[src/rtl/cle_pkg.sv]
// Package for the line editor: key codes, result kinds and record, register indexes
// and the sequencer state type. No dependencies.
package cle_pkg;

  localparam logic [7:0] KEY_INTR   = 8'h03;
  localparam logic [7:0] KEY_EOF    = 8'h04;
  localparam logic [7:0] KEY_BS     = 8'h08;
  localparam logic [7:0] KEY_TAB    = 8'h09;
  localparam logic [7:0] KEY_LF     = 8'h0A;
  localparam logic [7:0] KEY_CR     = 8'h0D;
  localparam logic [7:0] KEY_KILL   = 8'h15;
  localparam logic [7:0] KEY_WERASE = 8'h17;
  localparam logic [7:0] KEY_SUSP   = 8'h1A;
  localparam logic [7:0] KEY_QUIT   = 8'h1C;
  localparam logic [7:0] KEY_SPACE  = 8'h20;
  localparam logic [7:0] KEY_ERASE  = 8'h7F;
  localparam logic [7:0] KEY_UP     = 8'h80;
  localparam logic [7:0] KEY_DOWN   = 8'h81;
  localparam logic [7:0] KEY_LEFT   = 8'h82;
  localparam logic [7:0] KEY_RIGHT  = 8'h83;
  localparam logic [7:0] KEY_HOME   = 8'h84;
  localparam logic [7:0] KEY_END    = 8'h85;
  localparam logic [7:0] KEY_DEL    = 8'h86;

  localparam logic [1:0] KIND_CHAR = 2'd0;
  localparam logic [1:0] KIND_INTR = 2'd1;
  localparam logic [1:0] KIND_QUIT = 2'd2;
  localparam logic [1:0] KIND_FWD  = 2'd3;

  localparam logic CFG_CANON  = 1'b0;
  localparam logic CFG_SIGNAL = 1'b1;

  typedef enum logic [3:0] {
    ST_IDLE,
    ST_EMIT1,
    ST_INS,
    ST_CUT,
    ST_WSKIPSP,
    ST_WSKIPWD,
    ST_STREAM
  } state_t;

  typedef struct packed {
    logic [1:0] kind;
    logic [7:0] data;
    logic       empty;
    logic       last;
  } result_t;

endpackage

[src/rtl/cle_ram.sv]
// Edit buffer storage: one write port, one registered read port.
// Depends on nothing.
module cle_ram #(
  parameter int DEPTH = 64,
  parameter int AW = 6
) (
  input  logic          clk,
  input  logic          we,
  input  logic [AW-1:0] waddr,
  input  logic [7:0]    wdata,
  input  logic [AW-1:0] raddr,
  output logic [7:0]    rdata
);
  logic [7:0] mem [DEPTH];

  // Write and read, both registered
  always_ff @(posedge clk) begin
    if (we) mem[waddr] <= wdata;
    rdata <= mem[raddr];
  end
endmodule

[src/rtl/canonical_line_editor.sv]
// Top level of the line editor: sequencer around one edit buffer memory.
// Depends on cle_pkg and cle_ram.
//
//  channel | direction | handshake    | payload
//  key     | in        | valid/stall  | key_code
//  result  | out       | valid/stall  | result_kind, data_byte, line_empty, is_last
//  cfg     | in        | valid/ready  | cfg_index, cfg_data
//
// Edit keys that touch no stored character are handled in the idle state. Insert
// and the cuts move one character at a time (memory read then write); word
// erase scans back one entry at a time; a committed line streams one character
// at a time. No new key is taken until the sequencer is back in idle.
// Reset is synchronous; buffer contents are not cleared. A stalled result holds
// its register; the sequencer waits on it when it has a further result to load,
// and cfg is not taken while it is full.
module canonical_line_editor #(
  parameter int LINE_CAPACITY = 64
) (
  input  logic       clk,
  input  logic       rst,
  input  logic       in_valid,
  output logic       in_stall,
  input  logic [7:0] key_code,
  output logic       out_valid,
  input  logic       out_stall,
  output logic [1:0] result_kind,
  output logic [7:0] data_byte,
  output logic       line_empty,
  output logic       is_last,
  input  logic       cfg_valid,
  output logic       cfg_ready,
  input  logic       cfg_index,
  input  logic [0:0] cfg_data
);
  localparam int AW = (LINE_CAPACITY > 2) ? $clog2(LINE_CAPACITY) : 1;
  localparam logic [AW-1:0] MAXLEN = AW'(LINE_CAPACITY - 1);

  cle_pkg::state_t state, state_next;
  logic [AW-1:0] len, len_next, cur, cur_next, ptr, ptr_next, lim, lim_next;
  logic [AW-1:0] gap, gap_next;
  logic [7:0] key, key_next;
  logic phase, phase_next;
  logic canon, sig_en;
  logic out_full;
  cle_pkg::result_t res, res_next;
  cle_pkg::result_t pend, pend_next;
  logic load;
  logic we;
  logic [AW-1:0] waddr, raddr;
  logic [7:0] wdata, rdata;
  logic accept;

  cle_ram #(.DEPTH(LINE_CAPACITY), .AW(AW)) u_ram (
    .clk(clk), .we(we), .waddr(waddr), .wdata(wdata), .raddr(raddr), .rdata(rdata)
  );

  assign accept    = in_valid && !in_stall;
  assign in_stall  = (state != cle_pkg::ST_IDLE);
  assign cfg_ready = (state == cle_pkg::ST_IDLE) && !out_full;
  assign out_valid = out_full;
  assign result_kind = res.kind;
  assign data_byte   = res.data;
  assign line_empty  = res.empty;
  assign is_last     = res.last;

  // Configuration registers
  always_ff @(posedge clk) begin
    if (rst) begin
      canon  <= 1'b1;
      sig_en <= 1'b1;
    end else if (cfg_valid && cfg_ready) begin
      if (cfg_index == cle_pkg::CFG_CANON) canon <= cfg_data[0];
      else sig_en <= cfg_data[0];
    end
  end

  // Sequencer: next state, counters, memory access and result load
  always_comb begin
    state_next = state;
    len_next = len; cur_next = cur; ptr_next = ptr; lim_next = lim;
    key_next = key; phase_next = phase;
    load = 1'b0;
    res_next = res;
    pend_next = pend;
    we = 1'b0; waddr = ptr; wdata = rdata; raddr = ptr;
    unique case (state)
      cle_pkg::ST_IDLE: begin
        if (accept) begin
          key_next = key_code;
          phase_next = 1'b0;
          pend_next = '{kind: cle_pkg::KIND_CHAR, data: 8'd0, empty: 1'b0, last: 1'b1};
          if (sig_en && (key_code == cle_pkg::KEY_INTR || key_code == cle_pkg::KEY_QUIT))
          begin
            len_next = '0; cur_next = '0;
            pend_next.kind = (key_code == cle_pkg::KEY_INTR) ? cle_pkg::KIND_INTR
                                                             : cle_pkg::KIND_QUIT;
            state_next = cle_pkg::ST_EMIT1;
          end else if (sig_en && key_code == cle_pkg::KEY_SUSP) begin
            state_next = cle_pkg::ST_IDLE;
          end else if (!canon) begin
            pend_next.data = key_code;
            state_next = cle_pkg::ST_EMIT1;
          end else begin
            unique case (key_code)
              cle_pkg::KEY_UP, cle_pkg::KEY_DOWN, cle_pkg::KEY_TAB: begin
                pend_next.kind = cle_pkg::KIND_FWD;
                pend_next.data = key_code;
                state_next = cle_pkg::ST_EMIT1;
              end
              cle_pkg::KEY_LEFT:  if (cur != '0) cur_next = cur - 1'b1;
              cle_pkg::KEY_RIGHT: if (cur < len) cur_next = cur + 1'b1;
              cle_pkg::KEY_HOME:  cur_next = '0;
              cle_pkg::KEY_END:   cur_next = len;
              cle_pkg::KEY_DEL: begin
                if (cur < len) begin
                  lim_next = cur; ptr_next = cur + 1'b1;
                  state_next = cle_pkg::ST_CUT;
                end
              end
              cle_pkg::KEY_LF, cle_pkg::KEY_CR, cle_pkg::KEY_EOF: begin
                if (len == '0) begin
                  pend_next.empty = 1'b1;
                  state_next = cle_pkg::ST_EMIT1;
                end else begin
                  ptr_next = '0;
                  state_next = cle_pkg::ST_STREAM;
                end
              end
              cle_pkg::KEY_ERASE, cle_pkg::KEY_BS: begin
                if (cur != '0) begin
                  lim_next = cur - 1'b1; ptr_next = cur;
                  state_next = cle_pkg::ST_CUT;
                end
              end
              cle_pkg::KEY_KILL: begin
                len_next = '0; cur_next = '0;
              end
              cle_pkg::KEY_WERASE: begin
                ptr_next = cur;
                state_next = cle_pkg::ST_WSKIPSP;
              end
              default: begin
                if (len < MAXLEN) begin
                  ptr_next = len;
                  state_next = cle_pkg::ST_INS;
                end
              end
            endcase
          end
        end
      end
      cle_pkg::ST_EMIT1: begin
        if (!out_full) begin
          load = 1'b1;
          res_next = pend;
          state_next = cle_pkg::ST_IDLE;
        end
      end
      // Shift right from the end down to the cursor, then place the key
      cle_pkg::ST_INS: begin
        if (ptr == cur) begin
          we = 1'b1; waddr = cur; wdata = key;
          len_next = len + 1'b1; cur_next = cur + 1'b1;
          state_next = cle_pkg::ST_IDLE;
        end else begin
          raddr = ptr - 1'b1;
          if (!phase) phase_next = 1'b1;
          else begin
            we = 1'b1; waddr = ptr; wdata = rdata;
            ptr_next = ptr - 1'b1; phase_next = 1'b0;
          end
        end
      end
      // Close the gap [lim, lim+gap): copy entry ptr to ptr-gap
      cle_pkg::ST_CUT: begin
        if (ptr == len) begin
          len_next = len - gap;
          cur_next = lim;
          state_next = cle_pkg::ST_IDLE;
        end else begin
          raddr = ptr;
          if (!phase) phase_next = 1'b1;
          else begin
            we = 1'b1; waddr = ptr - gap; wdata = rdata;
            ptr_next = ptr + 1'b1;
            phase_next = 1'b0;
          end
        end
      end
      // Word erase: skip spaces, then the word, scanning back
      cle_pkg::ST_WSKIPSP, cle_pkg::ST_WSKIPWD: begin
        if (ptr == '0) begin
          lim_next = '0; ptr_next = cur;
          state_next = cle_pkg::ST_CUT;
        end else begin
          raddr = ptr - 1'b1;
          if (!phase) phase_next = 1'b1;
          else begin
            phase_next = 1'b0;
            if (state == cle_pkg::ST_WSKIPSP) begin
              if (rdata == cle_pkg::KEY_SPACE) ptr_next = ptr - 1'b1;
              else state_next = cle_pkg::ST_WSKIPWD;
            end else begin
              if (rdata != cle_pkg::KEY_SPACE) ptr_next = ptr - 1'b1;
              else begin
                lim_next = ptr; ptr_next = cur;
                state_next = cle_pkg::ST_CUT;
              end
            end
          end
        end
      end
      // Stream the line out, one read per character
      cle_pkg::ST_STREAM: begin
        raddr = ptr;
        if (!phase) phase_next = 1'b1;
        else if (!out_full) begin
          load = 1'b1;
          res_next = '{kind: cle_pkg::KIND_CHAR, data: rdata, empty: 1'b0,
                       last: (ptr + 1'b1 == len)};
          phase_next = 1'b0;
          ptr_next = ptr + 1'b1;
          if (ptr + 1'b1 == len) begin
            len_next = '0; cur_next = '0;
            state_next = cle_pkg::ST_IDLE;
          end
        end
      end
      default: state_next = cle_pkg::ST_IDLE;
    endcase
  end

  // Cut bookkeeping: capture the gap width on entry
  always_comb begin
    gap_next = gap;
    if (state != cle_pkg::ST_CUT && state_next == cle_pkg::ST_CUT)
      gap_next = ptr_next - lim_next;
  end

  // State and counters
  always_ff @(posedge clk) begin
    if (rst) begin
      state <= cle_pkg::ST_IDLE;
      len <= '0; cur <= '0; ptr <= '0; lim <= '0; gap <= '0;
      phase <= 1'b0;
      out_full <= 1'b0;
    end else begin
      state <= state_next;
      len <= len_next; cur <= cur_next; lim <= lim_next; gap <= gap_next;
      phase <= phase_next;
      ptr <= ptr_next;
      if (load) out_full <= 1'b1;
      else if (out_full && !out_stall) out_full <= 1'b0;
    end
  end

  // Payload registers
  always_ff @(posedge clk) begin
    key  <= key_next;
    pend <= pend_next;
    if (load) res <= res_next;
  end

  // Assertions
  a_cur_le_len: assert property (@(posedge clk) disable iff (rst) cur <= len)
    else $error("cursor beyond length");
  a_len_cap: assert property (@(posedge clk) disable iff (rst) len <= MAXLEN)
    else $error("length beyond capacity");
  a_hold: assert property (@(posedge clk) disable iff (rst)
    out_full && out_stall |=> out_full && $stable(res))
    else $error("result changed while stalled");
endmodule
[config.mk]
export PLATFORM = sky130hd
export DESIGN_NAME = canonical_line_editor
export DESIGN_NICKNAME = d
export VERILOG_FILES = /design/src/rtl/cle_pkg.sv /design/src/rtl/cle_ram.sv /design/src/rtl/canonical_line_editor.sv
export SDC_FILE = /design/constraint.sdc
export NUM_CORES = 1
export LEC_CHECK = 0
export ABC_AREA = 1
export BUFFER_PORTS_ARGS = -buffer_cell sky130_fd_sc_hd__buf_2
export CORE_MARGIN = 10
export CORE_UTILIZATION = 39
export CTS_CLUSTER_SIZE = 16
export DETAILED_ROUTE_END_ITERATION = 8
export PLACE_DENSITY = 0.58
export SKIP_LAST_GASP = 1
export SYNTH_ARGS = -nofsm -noshare
export SYNTH_HDL_FRONTEND = slang
export SYNTH_SLANG_ARGS = --single-unit
[constraint.sdc]
create_clock -name clk -period 6.8 [get_ports clk]
set_input_delay 1.36 -clock clk [delete_from_list [all_inputs] [get_ports clk]]
set_output_delay 1.36 -clock clk [all_outputs]
set_load 0.05 [all_outputs]
Yosys cells after proc, flatten, opt, wreduce, memory -nomap -nowiden
Memory sizes are Yosys's and may differ from the RTL's. A register that Yosys moved wholly into a read port is not among the register bits.
Cells that the tools add are included.

storage, ports and cells
  logic and storage cells = 231
  bits of input ports = 15
  memories = 1
  output and inout bits = 15
  bits in writable memories = 512
  register bits = 69

operators by class
  multiplexer cells = 116
  magnitude comparators = 2
  add/sub/neg operators = 8
  reductions and logical operators = 36
  equality and inequality tests = 47
  bitwise logic cells = 3

memories
  memory     words  bits a word  read ports  clocked after memory_dff  wr ports  line           source
  u_ram.mem  64     8            1           1                         1         cle_ram.sv:14  logic [7:0] mem [DEPTH];

operators with widths
  operator                                           number
  two-way mux 6 bit                                  52
  two-way mux 4 bit                                  18
  one-hot mux 6 bit (4 select lines)                 3
  one-hot mux 6 bit (5 select lines)                 2
  == test 8 bit (second input constant)              7
  one-hot mux 4 bit (6 select lines)                 2
  one-hot mux 6 bit (2 select lines)                 4
  two-way mux 12 bit                                 3
  == test 8 x 4 -> 1 bit (second input constant)     4
  == test 8 x 5 -> 1 bit (second input constant)     4
  two-way mux 8 bit                                  3
  one-hot mux 12 bit (2 select lines)                1
  != test 2 bit (second input constant)              10
  two-way mux 1 bit                                  19
  adder 6 x 1 -> 6 bit (second input constant)       3
  == test 6 bit                                      3
  subtractor 6 bit                                   3
  == test 4 x 2 -> 1 bit (second input constant)     3
  == test 4 x 3 -> 1 bit (second input constant)     3
  zero test 6 bit                                    2
  AND reduction 12 bit                               1
  subtractor 6 x 1 -> 6 bit (second input constant)  2
  two-way mux 11 bit                                 1
  two-way mux 10 bit                                 1
  other kinds (35)                                   58

Longest topological paths before layout
  depth after elaboration = 10
  depth in mapped cells = 31
  gate-level depth less buffers = 30

Modules after synthesis
Synthesis repeated with hierarchy kept, for this count alone.

unflattened totals
  cell total of the unflattened synthesis = 2812
  area, all modules = 27861.7 µm²

by module, submodules not included
  module                 times used  cells each  sequential area each (µm²)  area each (µm²)
  cle_ram                1           1822        15534.9                     21291.7
  canonical_line_editor  1           990         1691.6                      6570.1

Worst setup path before layout
No wires, ideal clock.

  kind = reg-to-reg
  start = reg ptr[4]
  end = mem u_ram.mem[0][0], data pin
  period minus slack after synthesis = 4436 ps
  path slack = 2364 ps
  data arrival time = 3734 ps
  library setup time = 702 ps
  data required time = 6098 ps
  stages on the path, launching flop included = 10
  path buffers = 3
  cells stage by stage = dfxtp_1 > buf_6 > nand2_1 > nand2_1 > nor2_2 > nand3_4 > buf_6 > nor2_8 > clkbuf_1 > o21ai_0

between the ends
  word-level cells in the longest chain between the ends = 3

RTL lines
  item                    line                          source
  from (decl)             canonical_line_editor.sv:39   logic [AW-1:0] len, len_next, cur, cur_next, ptr, ptr_next, lim, lim_next;
  from (signal assigned)  canonical_line_editor.sv:251  ptr <= ptr_next;
  == test 6 bit           canonical_line_editor.sv:161  if (ptr == cur) begin
  two-way mux 8 bit       canonical_line_editor.sv:161
  two-way mux 8 bit       --
  via u_ram.wdata[0]      cle_ram.sv:10                 input logic [7:0] wdata,
  to (decl)               cle_ram.sv:14

The timed path passes the listed nets, and every way through them passes these cells.

Worst setup path after layout
  start = reg ptr[2]
  end = reg u_ram.rdata[6], read port of u_ram.mem

between the ends
  word-level cells in the longest chain between the ends = 3
  elaborated cells on any way between the ends = 6
  classes of those cells = add/sub: 1; eq/ne: 1; mux: 3; reduce/logical: 1

RTL lines
  item                                               line                                                        source
  subtractor 6 x 1 -> 6 bit (tied with other cells)  canonical_line_editor.sv:166, canonical_line_editor.sv:196
  two-way mux 6 bit (on tied branches)               canonical_line_editor.sv:192, canonical_line_editor.sv:161
  one-hot mux 6 bit (2 select lines) (*)             canonical_line_editor.sv:86                                 unique case (state)
  to (decl)                                          cle_ram.sv:12                                               output logic [7:0] rdata

Mark *: on every way between the ends. The rest lies on a longest branch, timed or not.
A chain may end at the register's enable or synchronous reset.

==> results.sh <==
export IMPL_status="finished clean"
export IMPL_rsz0062_at_grt="no"
export IMPL_criticalPathCategory="flop to flop"
export IMPL_ys_seq_elements=589
export IMPL_synth_edf_count=543
export IMPL_post_route_drc_count=0
export IMPL_synth_avg_cell_area_um2=9.67
export IMPL_grt_max_degree=127
export IMPL_clk_path_buf_depth=3
export IMPL_clkLatencyLatePin_ns=0.60
export IMPL_overflow=0
export IMPL_antenna_left=0
export IMPL_synthTopCellsByArea="edfxtp_1 57%, nand2_1 11%, nand3_1 9.2%"
export IMPL_wl_per_cell_um=20.9
export IMPL_synth_ff_type="edfxtp_1"
export IMPL_cp_max_fo=126
export IMPL_cts_num_sinks=589
export IMPL_io_pin_count=30
export IMPL_areaGrowthSynthToFinish_pct=9.71
export IMPL_drive_gt1_share_pct=7.30
export IMPL_min_path_type="flop to flop"
export IMPL_routabilityCongestion=0.895
export IMPL_setup_tns_ns=0
export IMPL_cts_max_level=3
export IMPL_synth_net_count=3021
export IMPL_first_iter_violations=2009
export IMPL_n_antenna_cell=0
export IMPL_postCtsHoldBufs=0
export IMPL_maxCapViolations=0
export IMPL_synthArstFlopShare_pct=0
export IMPL_layout_nets=2990
export IMPL_fin_skew_ns=0.0221
export IMPL_ir_drop_v=0.000200
export IMPL_synth_cell_type_count=60
export IMPL_hpwlAfterDp_um=51400
export IMPL_hold_violations=0
export IMPL_die_x_um=292
export IMPL_routed_wl_um=82700
export IMPL_min_period_over_period_pct=70.6
export IMPL_finalNonFillerCells=3959
export IMPL_synth_seq_area_share_pct=59.8
export IMPL_routed_via_density=5.40
export IMPL_setup_viol=0
export IMPL_dieHeight_um=292
export IMPL_dp_cells=3838
export IMPL_cts_buffers=67
export IMPL_clk_pin_slew_worst_paths_ns=0.06
export IMPL_track_usage_pct=19.1
export IMPL_cp_data_required_time_ns=7.33
export IMPL_synth_top_area_share_pct=56.6
export IMPL_core_area_um2=73100
export IMPL_p_per_area_nw_per_um2=298
export IMPL_grt_pass1_wl_um=127000
export IMPL_dr_total_vias=21400
export IMPL_die_area_um2=85100
export IMPL_cts_setup_buffers=0
export IMPL_antenna_found_initial=0
export IMPL_port_buffers=29
export IMPL_syn_cell_area_um2=28800
export IMPL_max_freq_mhz=208
export IMPL_rows=99
export IMPL_yosysWarnings=0
export IMPL_slew_violations=0
export IMPL_first_global_vias=20900
export IMPL_start_util_pct=39.4
export IMPL_worst_pin_slew_ns=1.37
export IMPL_cp_end_kind="flop"
export IMPL_synth_top_area_cell="edfxtp_1"
export IMPL_cp_start_kind="flop"
export IMPL_cts_tree="yes"
export IMPL_crit_arrival_ns=5.33
export IMPL_leakage_uw=0.0123
export IMPL_slew_headroom_pct=8.82
export IMPL_layout_min_cycle_time_ns=4.80
export IMPL_first_pass_iters=6
export IMPL_netlist_instances=2979
export IMPL_cts_resized=0
export IMPL_clockRootBuffer="clkbuf_16"
[critical path, cell delays in order (launching register included)]
cell	delay (ns)
dfxtp_1	0.80
inv_2	0.27
nand2_1	0.12
nand2_1	0.07
nor2_2	0.13
nand3_4	0.20
nand2_4	0.17
nand2_2	0.11
nand2_8	0.57
nand2_8	0.35
inv_2	0.80
nand2_1	0.14
nand2_1	0.10
nand2_1	0.05
nand3_1	0.11
nand3_1	0.14
nand3_1	0.16
nand3_1	0.19
nand2_1	0.12
[metal layers]
layer	vias up	part of all wire, %	track usage (%)	routed length (um)
met2	651	48	31.6	39700
met1	10500	44	26.0	36800
met4	0	2.1	5.47	1770
li1	10100	-	-	-
met5	-	0	0	0
met3	116	5.4	2.25	4460
[path summary, 6_finish.rpt]
kind,cells after the start,slack (ns),end,startpoint
min reg2reg,2,0.48,gap[4]$_SDFFE_PP0P_,gap[4]$_SDFFE_PP0P_
min,2,0.48,gap[4]$_SDFFE_PP0P_,gap[4]$_SDFFE_PP0P_
max reg2reg,18,2.00,u_ram.rdata[6]$_DFF_P_,ptr[2]$_SDFF_PP0_
max,18,2.00,u_ram.rdata[6]$_DFF_P_,ptr[2]$_SDFF_PP0_
[metrics by stage]
step / hold WS (ns) / util (%) / area (um^2) / total power, uW / setup slack (ns)
finish: 0.482 / 43.2 / 31600 / 9410 / 2.00
global route: 0.501 / 43.2 / 31600 / 9760 / 1.62
CTS: 0.482 / 43.2 / 31600 / 9490 / 2.03
detailed placement: 0.474 / 40.3 / 29500 / 5990 / 2.00
global placement: 0.475 / 40.3 / 29500 / 5970 / 2.00
floorplan: 0.448 / - / 28800 / 5380 / 2.36
[cells by family (layout without fill, tap and decap cells)]
kind of cell               count (synthesis)  after routing  synth area share (%)
and+or+nand+nor                         1692           1692                  26.5
DFF                                      589            589                  59.8
buffers and inverters                    433            454                  7.20
AOI/OAI and AO/OA                        211            211                  4.38
xor gates and xnor gates                  26             26                 0.817
adders and majority gates                 27             27                  1.25
other                                      1              1                0.0130
[flip-flops by register name, indices dropped and copies added (netlist names)]
name / cells
is_last: 1
lim: 6
key: 8
sig_en: 1
state: 4
result_kind: 2
canon: 1
out_valid: 1
len: 6
ptr: 6
cur: 6
phase: 1
pend: 11
gap: 6
u_ram.mem: 512
u_ram.rdata: 8
line_empty: 1
data_byte: 8
[layout make-up]
class / instances / area [um^2]
timing repair buffer: 58 / 375
clock inverter: 32 / 294
tap: 959 / 1200
inverter: 275 / 1040
sequential: 589 / 17200
clock buffer: 89 / 1820
fill: 7042 / 41500
multi-input combinational: 1957 / 9650
[report_power, final]
part	internal, uW	switching (uW)
Clock	2050	1460
Sequential	4350	69.2
Combinational	321	1160
[synth_stat cells (all sizes together), types with 18 or more instances]
| cell type | instances |
|---|---|
| dfxtp | 46 |
| nor2 | 185 |
| nand3 | 537 |
| ha | 24 |
| nor3 | 22 |
| buf | 140 |
| o21ai | 82 |
| clkbuf | 18 |
| edfxtp | 543 |
| a21oi | 63 |
| nand3b | 105 |
| inv | 274 |
| nand2 | 821 |
[placed cells by master (no fill, tap or decap), types with 4 or more instances in the layout]
cell and count:
o211ai_1 15, inv_2 19, o21ai_4 9, a211oi_1 7, nand3_1 531, nand4_1 10
nand2_1 812, edfxtp_1 543, inv_6 4, buf_4 28, or2_2 4, a21oi_1 61
xnor2_1 8, bufinv_16 4, clkinv_2 13, nor2_1 173, dfxtp_1 46, nor3_1 20
o221ai_1 17, o22ai_1 8, clkinv_1 9, o21ai_0 70, nor2_2 10, clkbuf_16 69
xor2_1 17, nand3b_1 105, nand2_2 4, clkbuf_1 18, inv_1 253, buf_2 29
ha_1 24, a22oi_1 4
(Power assumes the default switching activity.)
